$ cat src/rtl/rgbhsv_pkg.sv
`default_nettype none

package rgbhsv_pkg;

  // Hue scale and sector bases on the 0..255 circle
  localparam logic [7:0] HUE_STEP   = 8'd43;
  localparam logic [7:0] BASE_RED   = 8'd0;
  localparam logic [7:0] BASE_GREEN = 8'd85;
  localparam logic [7:0] BASE_BLUE  = 8'd171;

  // 43 * 255 fits in 14 bits; the quotient never exceeds 43
  localparam int NUM_W          = 14;
  localparam int DIV_STAGES     = 3;
  localparam int BITS_PER_STAGE = 2;
  localparam int QUO_W          = DIV_STAGES * BITS_PER_STAGE;

  // front (2) + divider + output register
  localparam int PIPE_LAT = 2 + DIV_STAGES + 1;

  typedef struct packed {
    logic [7:0] red;
    logic [7:0] green;
    logic [7:0] blue;
  } rgbhsv_in_t;

  typedef struct packed {
    logic [7:0] hue;
    logic [7:0] saturation;
    logic [7:0] brightness;
  } rgbhsv_out_t;

  // Per-pixel values that ride along with the division
  typedef struct packed {
    logic       neg;
    logic [7:0] base;
    logic [7:0] span;
    logic [7:0] mx;
  } rgbhsv_side_t;

endpackage

`default_nettype wire

$ cat src/rtl/rgbhsv_front.sv
`default_nettype none

module rgbhsv_front (
  input  wire logic                      clk,
  input  wire logic                      rst_n,
  input  wire logic                      in_vld,
  input  wire rgbhsv_pkg::rgbhsv_in_t    in_pix,
  output logic                           num_vld,
  output logic [rgbhsv_pkg::NUM_W-1:0]   num,
  output rgbhsv_pkg::rgbhsv_side_t       num_side
);
  import rgbhsv_pkg::*;

  logic [7:0]   mx, mn, op_a, op_b, mag_nxt;
  rgbhsv_side_t side_nxt;

  logic         s1_vld_r;
  logic [7:0]   s1_mag_r;
  rgbhsv_side_t s1_side_r;

  logic         s2_vld_r;
  logic [NUM_W-1:0] s2_num_r;
  rgbhsv_side_t s2_side_r;

  // Max/min, sector pick (red, then green, then blue on ties), signed difference
  always_comb begin
    mx = in_pix.red;
    mn = in_pix.red;
    if (in_pix.green > mx) mx = in_pix.green;
    if (in_pix.blue > mx) mx = in_pix.blue;
    if (in_pix.green < mn) mn = in_pix.green;
    if (in_pix.blue < mn) mn = in_pix.blue;

    side_nxt.mx   = mx;
    side_nxt.span = mx - mn;
    if (mx == in_pix.red) begin
      side_nxt.base = BASE_RED;
      op_a = in_pix.green;
      op_b = in_pix.blue;
    end else if (mx == in_pix.green) begin
      side_nxt.base = BASE_GREEN;
      op_a = in_pix.blue;
      op_b = in_pix.red;
    end else begin
      side_nxt.base = BASE_BLUE;
      op_a = in_pix.red;
      op_b = in_pix.green;
    end
    side_nxt.neg = op_a < op_b;
    mag_nxt = side_nxt.neg ? (op_b - op_a) : (op_a - op_b);
  end

  // Stage 1
  always_ff @(posedge clk) begin
    if (!rst_n) begin
      s1_vld_r <= 1'b0;
    end else begin
      s1_vld_r <= in_vld;
    end
    s1_mag_r  <= mag_nxt;
    s1_side_r <= side_nxt;
  end

  // Stage 2: scale the difference by the hue step
  always_ff @(posedge clk) begin
    if (!rst_n) begin
      s2_vld_r <= 1'b0;
    end else begin
      s2_vld_r <= s1_vld_r;
    end
    s2_num_r  <= NUM_W'(s1_mag_r) * NUM_W'(HUE_STEP);
    s2_side_r <= s1_side_r;
  end

  assign num_vld  = s2_vld_r;
  assign num      = s2_num_r;
  assign num_side = s2_side_r;

endmodule

`default_nettype wire

$ cat src/rtl/rgbhsv_div.sv
`default_nettype none

// Restoring divide, two quotient bits per stage, quotient MSB first.
// The numerator is at most 43 * span, so the quotient fits in QUO_W bits.
module rgbhsv_div (
  input  wire logic                      clk,
  input  wire logic                      rst_n,
  input  wire logic                      num_vld,
  input  wire logic [rgbhsv_pkg::NUM_W-1:0] num,
  input  wire rgbhsv_pkg::rgbhsv_side_t  num_side,
  output logic                           quo_vld,
  output logic [rgbhsv_pkg::QUO_W-1:0]   quo,
  output rgbhsv_pkg::rgbhsv_side_t       quo_side
);
  import rgbhsv_pkg::*;

  logic             vld_r  [DIV_STAGES];
  logic [NUM_W-1:0] rem_r  [DIV_STAGES];
  logic [QUO_W-1:0] quo_r  [DIV_STAGES];
  rgbhsv_side_t     side_r [DIV_STAGES];

  for (genvar st = 0; st < DIV_STAGES; st++) begin : g_stage
    localparam int K_LO = QUO_W - BITS_PER_STAGE * (st + 1);
    localparam int K_HI = K_LO + 1;

    logic             src_vld;
    logic [NUM_W-1:0] src_rem;
    logic [QUO_W-1:0] src_quo;
    rgbhsv_side_t     src_side;
    logic [NUM_W-1:0] dvs_hi, dvs_lo, rem_a, rem_b;
    logic             bit_hi, bit_lo;

    if (st == 0) begin : g_first
      assign src_vld  = num_vld;
      assign src_rem  = num;
      assign src_quo  = '0;
      assign src_side = num_side;
    end else begin : g_next
      assign src_vld  = vld_r[st-1];
      assign src_rem  = rem_r[st-1];
      assign src_quo  = quo_r[st-1];
      assign src_side = side_r[st-1];
    end

    // Two trial subtractions of the shifted divisor
    always_comb begin
      dvs_hi = NUM_W'(src_side.span) << K_HI;
      bit_hi = src_rem >= dvs_hi;
      rem_a  = bit_hi ? (src_rem - dvs_hi) : src_rem;
      dvs_lo = NUM_W'(src_side.span) << K_LO;
      bit_lo = rem_a >= dvs_lo;
      rem_b  = bit_lo ? (rem_a - dvs_lo) : rem_a;
    end

    always_ff @(posedge clk) begin
      if (!rst_n) begin
        vld_r[st] <= 1'b0;
      end else begin
        vld_r[st] <= src_vld;
      end
      rem_r[st]  <= rem_b;
      quo_r[st]  <= src_quo | (QUO_W'({bit_hi, bit_lo}) << K_LO);
      side_r[st] <= src_side;
    end
  end

  assign quo_vld  = vld_r[DIV_STAGES-1];
  assign quo      = quo_r[DIV_STAGES-1];
  assign quo_side = side_r[DIV_STAGES-1];

endmodule

`default_nettype wire

$ cat src/rtl/rgb_to_hsv_byte_converter_core.sv
`default_nettype none

// RGB to HSV byte converter. One pixel per beat: a pixel is taken at every
// clock edge with start high (busy is never raised), and its result appears
// on out_result with out_valid high for one cycle once it has passed every
// pipeline register. Sustained rate is one pixel per clock; the pipeline is
// two front stages (max/min and the x43 scale), three divider stages at two
// quotient bits each, and the output register. brightness is the largest
// channel, saturation is max minus min (unscaled), hue is the sector base
// (0, 85, 171; ties go red, then green, then blue) plus or minus
// 43*|diff|/(max-min) truncated, modulo 256; a grey pixel gives hue 0.
// Results cannot be held off and must be taken when out_valid is high.
module rgb_to_hsv_byte_converter_core (
  input  wire logic                    clk,
  input  wire logic                    rst_n,
  input  wire logic                    start,
  output logic                         busy,
  input  wire rgbhsv_pkg::rgbhsv_in_t  in_pixel,
  output logic                         out_valid,
  output rgbhsv_pkg::rgbhsv_out_t      out_result
);
  import rgbhsv_pkg::*;

  logic             num_vld;
  logic [NUM_W-1:0] num;
  rgbhsv_side_t     num_side;
  logic             quo_vld;
  logic [QUO_W-1:0] quo;
  rgbhsv_side_t     quo_side;

  logic        out_valid_r;
  rgbhsv_out_t out_res_r, out_res_nxt;

  // Fully pipelined; never stalls
  assign busy = 1'b0;

  rgbhsv_front u_front (
    .clk      (clk),
    .rst_n    (rst_n),
    .in_vld   (start),
    .in_pix   (in_pixel),
    .num_vld  (num_vld),
    .num      (num),
    .num_side (num_side)
  );

  rgbhsv_div u_div (
    .clk      (clk),
    .rst_n    (rst_n),
    .num_vld  (num_vld),
    .num      (num),
    .num_side (num_side),
    .quo_vld  (quo_vld),
    .quo      (quo),
    .quo_side (quo_side)
  );

  // Apply signed offset to the sector base, wrapping mod 256.
  // Grey pixel: the divisor is zero, so the quotient is meaningless; hue is 0.
  always_comb begin
    out_res_nxt.hue = (quo_side.span == 8'd0) ? 8'd0 :
                      quo_side.neg ? (quo_side.base - 8'(quo))
                                   : (quo_side.base + 8'(quo));
    out_res_nxt.saturation = quo_side.span;
    out_res_nxt.brightness = quo_side.mx;
  end

  always_ff @(posedge clk) begin
    if (!rst_n) begin
      out_valid_r <= 1'b0;
    end else begin
      out_valid_r <= quo_vld;
    end
    out_res_r <= out_res_nxt;
  end

  assign out_valid  = out_valid_r;
  assign out_result = out_res_r;

  // Every accepted pixel produces a result on out_valid
  a_latency: assert property (@(posedge clk) disable iff (!rst_n)
    (start && !busy) |-> ##PIPE_LAT out_valid)
    else $error("accepted beat did not produce a result");

  // No result without a pixel having been taken
  a_no_spurious: assert property (@(posedge clk) disable iff (!rst_n)
    out_valid |-> $past(start, PIPE_LAT))
    else $error("result without an accepted beat");

  // Grey pixel gives hue zero
  a_grey_hue: assert property (@(posedge clk) disable iff (!rst_n)
    (out_valid && out_result.saturation == 8'd0) |-> out_result.hue == 8'd0)
    else $error("grey pixel with nonzero hue");

  // Span can never exceed the maximum channel
  a_sat_le_val: assert property (@(posedge clk) disable iff (!rst_n)
    out_valid |-> out_result.saturation <= out_result.brightness)
    else $error("saturation above brightness");

endmodule

`default_nettype wire

$ cat config.mk
export PLATFORM = sky130hd
export DESIGN_NAME = rgb_to_hsv_byte_converter_core
export DESIGN_NICKNAME = d
export VERILOG_FILES = /design/src/rtl/rgbhsv_pkg.sv /design/src/rtl/rgbhsv_front.sv /design/src/rtl/rgbhsv_div.sv /design/src/rtl/rgb_to_hsv_byte_converter_core.sv
export SDC_FILE = /design/constraint.sdc
export NUM_CORES = 1
export LEC_CHECK = 0
export ABC_AREA = 1
export BUFFER_PORTS_ARGS = -buffer_cell sky130_fd_sc_hd__buf_2
export CAP_MARGIN = 25
export CELL_PAD_IN_SITES_DETAIL_PLACEMENT = 1
export CELL_PAD_IN_SITES_GLOBAL_PLACEMENT = 1
export CORE_MARGIN = 3
export CORE_UTILIZATION = 47
export CTS_CLUSTER_SIZE = 12
export DETAILED_ROUTE_END_ITERATION = 8
export PLACE_DENSITY_LB_ADDON = 0.1
export SYNTH_ARGS = -nofsm -noshare
export SYNTH_HDL_FRONTEND = slang
export SYNTH_SLANG_ARGS = --single-unit
$ cat constraint.sdc
create_clock -name clk -period 7.2 [get_ports clk]
set_clock_uncertainty 0.2 [all_clocks]
set_input_delay 0.72 -clock clk [delete_from_list [all_inputs] [get_ports clk]]
set_output_delay 0.72 -clock clk [all_outputs]
set_load 0.01 [all_outputs]
==> metrics.txt, run 1 <==
drt first pass iters=4; RSZ-0062 raised after global routing=false; area of the multi-input gates=~6000 µm²; via count=roughly 8300; Worst slew margin=31.3%; Top Ports=53; crit-path max FO=18; synthesized area=between 10000 and 15000 µm²; TritonCTS buffer count=17; Post-synth top flop=dfxtp_1; worst path buffer plus inverter count=11; initial DRC count=~260; GRT Util Overall=22.6%; share of layout cells above drive strength 1=~13%; Max-Cap Viols=0; DRC=0; row count=54; Port Buffers=just over 50; Layout Nets=between 1500 and 2000; most used cell along the critical path=nand2_1; Slowest cell on crit path=ha_1; CTS HTree Levels=4; post-cts sizing count=0; Fmax=around 160 MHz; Seq cells post-synth=roughly 190; status=finished clean; Die Wd=~160 µm; initial antenna violation count=0; Synth cell types=51; CTS sink cnt=~190; number of global-route vias before repair=a little under 9000; synthesized net count=between 1000 and 1500; async set or reset register ratio after synthesis=0%; Setup Viol. Count Final=0; Min-Delay Path Class=flip-flop to flip-flop; Top delay family on crit path=simple AND/OR/NAND/NOR gates; diode count=0; Starting Density=roughly 48%; core box area=approximately 22000 µm²; element type at the critical path end=flip-flop; Critical Path Start=in_pixel[8]; filler instances=2718; Clock Latency Late Sink=around 0.44 ns; R2R setup slack=between 2 and 3 ns; synthesized area per cell=between 8 and 9 µm²; Final Hold Fails=0; cell count after synthesis=1256; crit path time final=6.40 ns; first-pass GRT wire length=about 44 mm; vias per std cell=5.12; grt total ovfl=0; Clock Tree Buf Depth=2; cell count after placement=1583; register area=between 3000 and 4000 µm²; drt wl/cell=16.2 µm; hold_sp=u_div.side_r[0][3]; Setup TNS=0 ns; area grow syn2layout=11.6%; Slew Limit Fails=0; placed wire-length estimate=~21 mm; CTS tree=built; Tcrit/Tclk final=approximately nine tenths; clock root buffer=clkbuf_16; clock edge transition at the registers on the reported setup and hold paths=around 0.070 ns; post-synthesis sequential area ratio=36.6%; Hold Buf Count CTS=0; critical path class=input port to flip-flop; crit path DAT=6.53 ns; Setup Buffers After CTS=0; Crit path required time=between 7 and 8 ns; post-route insts no fill=1615; R2R Path Start=u_front.num_side[9]; Final Wtd Congestion=around 0.91; Final ANT Viol Nets=0; worst slew pin tran=~1.0 ns; Ys Warns=0; Die ar.=24200 µm²; Worst setup SP type=input port; largest net degree at the start of global routing=20; Post-synth EDFFs=0; Die Y=between 150 and 200 µm; CP max stage delay=between 0.3 and 0.4 ns; final wirelength=26.2 mm
==> worst paths after layout <==
kind,end,cells after the start
setup / recovery,u_front.s1_mag_r[3],45
hold / removal,u_div.side_r[0][28],0
setup reg to reg,u_div.rem_r[0][13],20
hold reg to reg,u_div.side_r[0][28],0
==> state kept, by name, indices dropped and copies added, names as in the netlist <==
| register | count |
|---|---|
| u_front.s1_side_r | 20 |
| u_div.side_r | 60 |
| u_front.s1_mag_r | 8 |
| u_front.num_side | 20 |
| u_front.s1_vld_r | 1 |
| u_front.num_vld | 1 |
| u_front.num | 14 |
| u_div.vld_r | 3 |
| u_div.quo_r | 12 |
| out_result | 24 |
| u_div.rem_r | 28 |
| out_valid | 1 |
==> layout by cell type (no fill, tap or decap), types with 4 or more instances in the layout <==
master	netlist	routed
nand2_1	233	233
dfxtp_1	192	192
inv_1	178	178
ha_1	135	135
a21oi_1	69	69
nor2_1	65	65
nand3_1	64	64
o21ai_0	62	62
buf_2	4	51
xor2_1	35	35
xnor2_1	25	25
nand2_2	25	24
fa_1	18	18
clkbuf_16	0	17
inv_2	13	13
buf_4	3	13
o21ai_1	11	11
nand3_2	11	11
a221oi_2	9	9
o21bai_1	9	9
nor3_1	8	8
nand4_1	6	6
nor2_4	4	5
a21o_1	5	5
nand2_4	4	5
o21a_1	5	5
nor4_1	5	5
or2_2	5	5
inv_8	0	5
o211ai_1	4	4
a211oi_1	4	4
a31oi_1	4	4
a221oi_1	4	4
==> cells in the mapped netlist, types with 3 or more instances <==
cell        n  share of area, %
a211oi_1    4              0.29
a21o_1      5              0.36
a21oi_1    69               3.3
a221oi_1    4              0.33
a221oi_2    9               1.3
a31oi_1     4              0.24
buf_2       4              0.19
buf_4       3              0.21
buf_6       5              0.54
clkbuf_1    5              0.18
dfxtp_1   192                37
fa_1       18               3.4
ha_1      135                16
inv_1     178               6.4
inv_2      13              0.46
nand2_1   233               8.3
nand2_2    25               1.5
nand2_4     4              0.43
nand3_1    64               3.0
nand3_2    11               1.0
nand4_1     6              0.36
nor2_1     65               2.3
nor2_2      3              0.18
nor2_4      4              0.43
nor3_1      8              0.38
nor4_1      5              0.30
o211ai_1    4              0.29
o21a_1      5              0.36
o21ai_0    62               3.0
o21ai_1    11              0.52
o21bai_1    9              0.64
o221ai_1    3              0.25
or2_2       5              0.30
xnor2_1    25               2.1
xor2_1     35               2.9
==> metrics by stage <==
| step | instance area, µm² | utilization [%] | setup slack, ns | hold WS (ns) |
|---|---|---|---|---|
| 3_5_place_dp | 11100 | 50.7 | 0.279 | 0.113 |
| 4_1_cts | 11700 | 53.5 | 0.729 | 0.127 |
| 2_1_floorplan | 10500 | - | 1.19 | 0.110 |
| 6_report | 11700 | 53.6 | 0.798 | 0.126 |
| 5_1_grt | 11700 | 53.6 | 0.0712 | 0.129 |
| 3_3_place_gp | 11100 | 50.7 | 0.447 | 0.110 |
==> layout make-up <==
class,count,share of cell area [%]
multi-input combinational,856,49.8
tap,280,2.99
timing repair buffer,64,3.01
sequential,192,32.8
clock inverter,14,1.62
inverter,191,6.11
clock buffer,18,3.66
==> logic make-up (layout without fill, tap and decap cells) <==
| group | count (synthesis) | count (layout) | synth area share (%) |
|---|---|---|---|
| buf+inv | 208 | 287 | 7.94 |
| mux | 2 | 2 | 0.202 |
| xor+xnor | 60 | 60 | 5.00 |
| compound gates | 198 | 198 | 11.5 |
| other cells | 1 | 1 | 0.0357 |
| flops | 192 | 192 | 36.6 |
| fa+ha+maj | 153 | 153 | 19.5 |
| simple gates | 442 | 442 | 19.3 |
==> routing by layer <==
layer / wire [µm] / share of wire [%] / global-route usage [%] / vias up
met3: 687 / 2.6 / 3.47 / 48
li1: - / - / - / 4239
met1: 11000 / 42 / 25.5 / 3863
met4: 653 / 2.5 / 7.63 / 0
met2: 13800 / 53 / 43.1 / 114
met5: 0 / 0 / 0 / -
Power of run 1 is not shown: default switching activity piles up to over one toggle a cycle in this logic, so the estimate is an artifact.
==> run 2, diff against run 1 <==
--- a/config.mk
+++ b/config.mk
@@ -11,10 +11,11 @@
 export CELL_PAD_IN_SITES_DETAIL_PLACEMENT = 1
 export CELL_PAD_IN_SITES_GLOBAL_PLACEMENT = 1
 export CORE_MARGIN = 3
-export CORE_UTILIZATION = 47
+export CORE_UTILIZATION = 30
 export CTS_CLUSTER_SIZE = 12
 export DETAILED_ROUTE_END_ITERATION = 8
 export PLACE_DENSITY_LB_ADDON = 0.1
 export SYNTH_ARGS = -nofsm -noshare
 export SYNTH_HDL_FRONTEND = slang
+export SYNTH_HIERARCHICAL = 1
 export SYNTH_SLANG_ARGS = --single-unit
==> metrics.txt, run 2 <==
largest registers=u_div/side_r x75, u_div/rem_r x28, out_result x24; TritonCTS buffer count=24; first-pass GRT wire length=between 40 and 50 mm; Post-synth EDFFs=0; Die Wd=a little over 200 µm; Layout Nets=roughly 1700; Worst slew margin=56.0%; r2r endpoint=u_div/rem_r[0][17]; Setup Buffers After CTS=0; hold_sp=u_front/s1_side_r[8]; Top Ports=53; crit path time final=~6.4 ns; Slew Limit Fails=0; Ys Warns=6; Cells on Worst Hold Path=0; Slowest cell on crit path=ha_1; core box area=37100 µm²; Die ar.=~40000 µm²; initial antenna violation count=0; DRC=0; reg2reg path depth=18; top post-synthesis cells by area=dfxtp_1 36%, ha_1 15%, nand2_1 11%; clock edge transition at the registers on the reported setup and hold paths=approximately 0.070 ns; async set or reset register ratio after synthesis=0%; clock root buffer=clkbuf_16; Final Hold Fails=0; largest net degree at the start of global routing=21; Max-Cap Viols=0; Die Y=around 200 µm; Final Wtd Congestion=0.851; commonest non-fill, non-tap cell in the layout=nand2_1; GRT Util Overall=between 10% and 20%; RSZ-0062 raised after global routing=false; final wirelength=a little under 30 mm; Top reg by flops=u_div/side_r; post-synthesis sequential area ratio=36.1%; Crit path required time=roughly 7.4 ns; Starting Density=a little under a third; critical path class=input port to flip-flop; Seq cells post-synth=207; drt first pass iters=4; number of global-route vias before repair=9639; Fmax=155 MHz; Clock Tree Buf Depth=3; Synth top area share=about 36%; most used cell along the critical path=nand2_1; Post-synth top flop=dfxtp_1; crit-path max FO=18; share of layout cells above drive strength 1=12.1%; top-count cell post-synth=nand2_1; max reg flops=75; crit path DAT=roughly 6.7 ns; CTS HTree Levels=1; diode count=0; Final ANT Viol Nets=0; element type at the critical path end=flip-flop; cell count after synthesis=1432; R2R Path Start=u_div/side_r[0][10]; Port Buffers=about 50; worst slew pin tran=approximately 0.65 ns; CP max stage delay=around 0.4 ns; Worst setup SP type=input port; row count=70; area grow syn2layout=14.0%; post-cts sizing count=0; Yosys top cell by area=dfxtp_1; most frequent cells in the layout=332 x nand2_1, 207 x dfxtp_1, 191 x inv_1; R2R setup slack=approximately 2.9 ns; CTS tree=built; grt total ovfl=0; synthesized area per cell=8.01 µm²; Setup Viol. Count Final=0; Clock Latency Late Sink=0.53 ns; drt wl/cell=14.7 µm; placed wire-length estimate=approximately 25 mm; Setup TNS=0 ns; vias per std cell=between 4 and 5; initial DRC count=between 200 and 300; via count=9089; hold endpoint=u_front/num_side[8]; Hold Buf Count CTS=0; CTS sink cnt=207; status=finished clean; Tcrit/Tclk final=between 80% and 90%; synth cell count leaders=332 x nand2_1, 207 x dfxtp_1, 191 x inv_1; synthesized net count=1612; Synth cell types=53; Min-Delay Path Class=flip-flop to flip-flop; synthesized area=approximately 11000 µm²
==> run 2: kinds of logic (layout without fill, tap and decap cells) <==
group                      Yosys count  in the layout  synth area share [%]
other                                1              1                0.0327
and+or+nand+nor                    600            600                  23.7
buffers and inverters              237            314                  8.75
DFF                                207            207                  36.1
muxes                                1              1                0.0873
xor gates and xnor gates            49             49                  3.74
adders and majority gates          153            153                  17.9
AOI/OAI and AO/OA                  184            184                  9.72
==> run 2: cell type report <==
type,instances,area [µm²]
Tap cell,504,631
Sequential cell,207,4140
Inverter,213,805
Clock buffer,29,639
Timing Repair Buffer,62,338
Clock inverter,10,194
Multi-Input combinational cell,988,6320
Fill cell,4553,24100
==> run 2: per-layer routing <==
metal,share of wire (%),track usage (%),vias up
met3,2.9,2.02,35
li1,-,-,4775
met4,1.8,3.64,0
met2,47,25.6,90
met1,49,19.6,4189
met5,0,0,-
==> run 2: worst max-delay path: cells and delay by family <==
family / cells / cell delay, ns
AOI/OAI and AO/OA: 8 / 1.35
xor gates and xnor gates: 1 / 0.16
adders and majority gates: 3 / 0.97
buffers and inverters: 8 / 1.35
and+or+nand+nor: 18 / 2.07
==> run 2: per-stage QoR <==
| step | instances | utilization [%] | setup WS [ns] | hold slack [ns] | cell area, µm² |
|---|---|---|---|---|---|
| 2_1_floorplan | 1432 | - | 0.997 | 0.110 | 11500 |
| 3_3_place_gp | 1974 | 33.0 | 0.321 | 0.110 | 12200 |
| 3_5_place_dp | 1974 | 33.0 | 0.128 | 0.113 | 12200 |
| 4_1_cts | 2013 | 35.2 | 0.700 | 0.118 | 13100 |
| 5_1_grt | 2013 | 35.2 | 0.202 | 0.120 | 13100 |
| 6_report | 2013 | 35.2 | 0.757 | 0.120 | 13100 |
==> run 2: worst max-delay path by stage <==
| stage | start | to | depth (start not counted) |
|---|---|---|---|
| CTS | in_pixel[15] | u_front/s1_mag_r[6] | 36 |
| detailed placement | in_pixel[15] | u_front/s1_mag_r[6] | 36 |
| floorplan | in_pixel[19] | u_front/s1_mag_r[3] | 47 |
| global placement | in_pixel[15] | u_front/s1_mag_r[6] | 36 |
| finish | in_pixel[21] | u_front/s1_mag_r[6] | 38 |
| global route | in_pixel[21] | u_front/s1_mag_r[3] | 40 |
Power of run 2 is left out for the same reason.
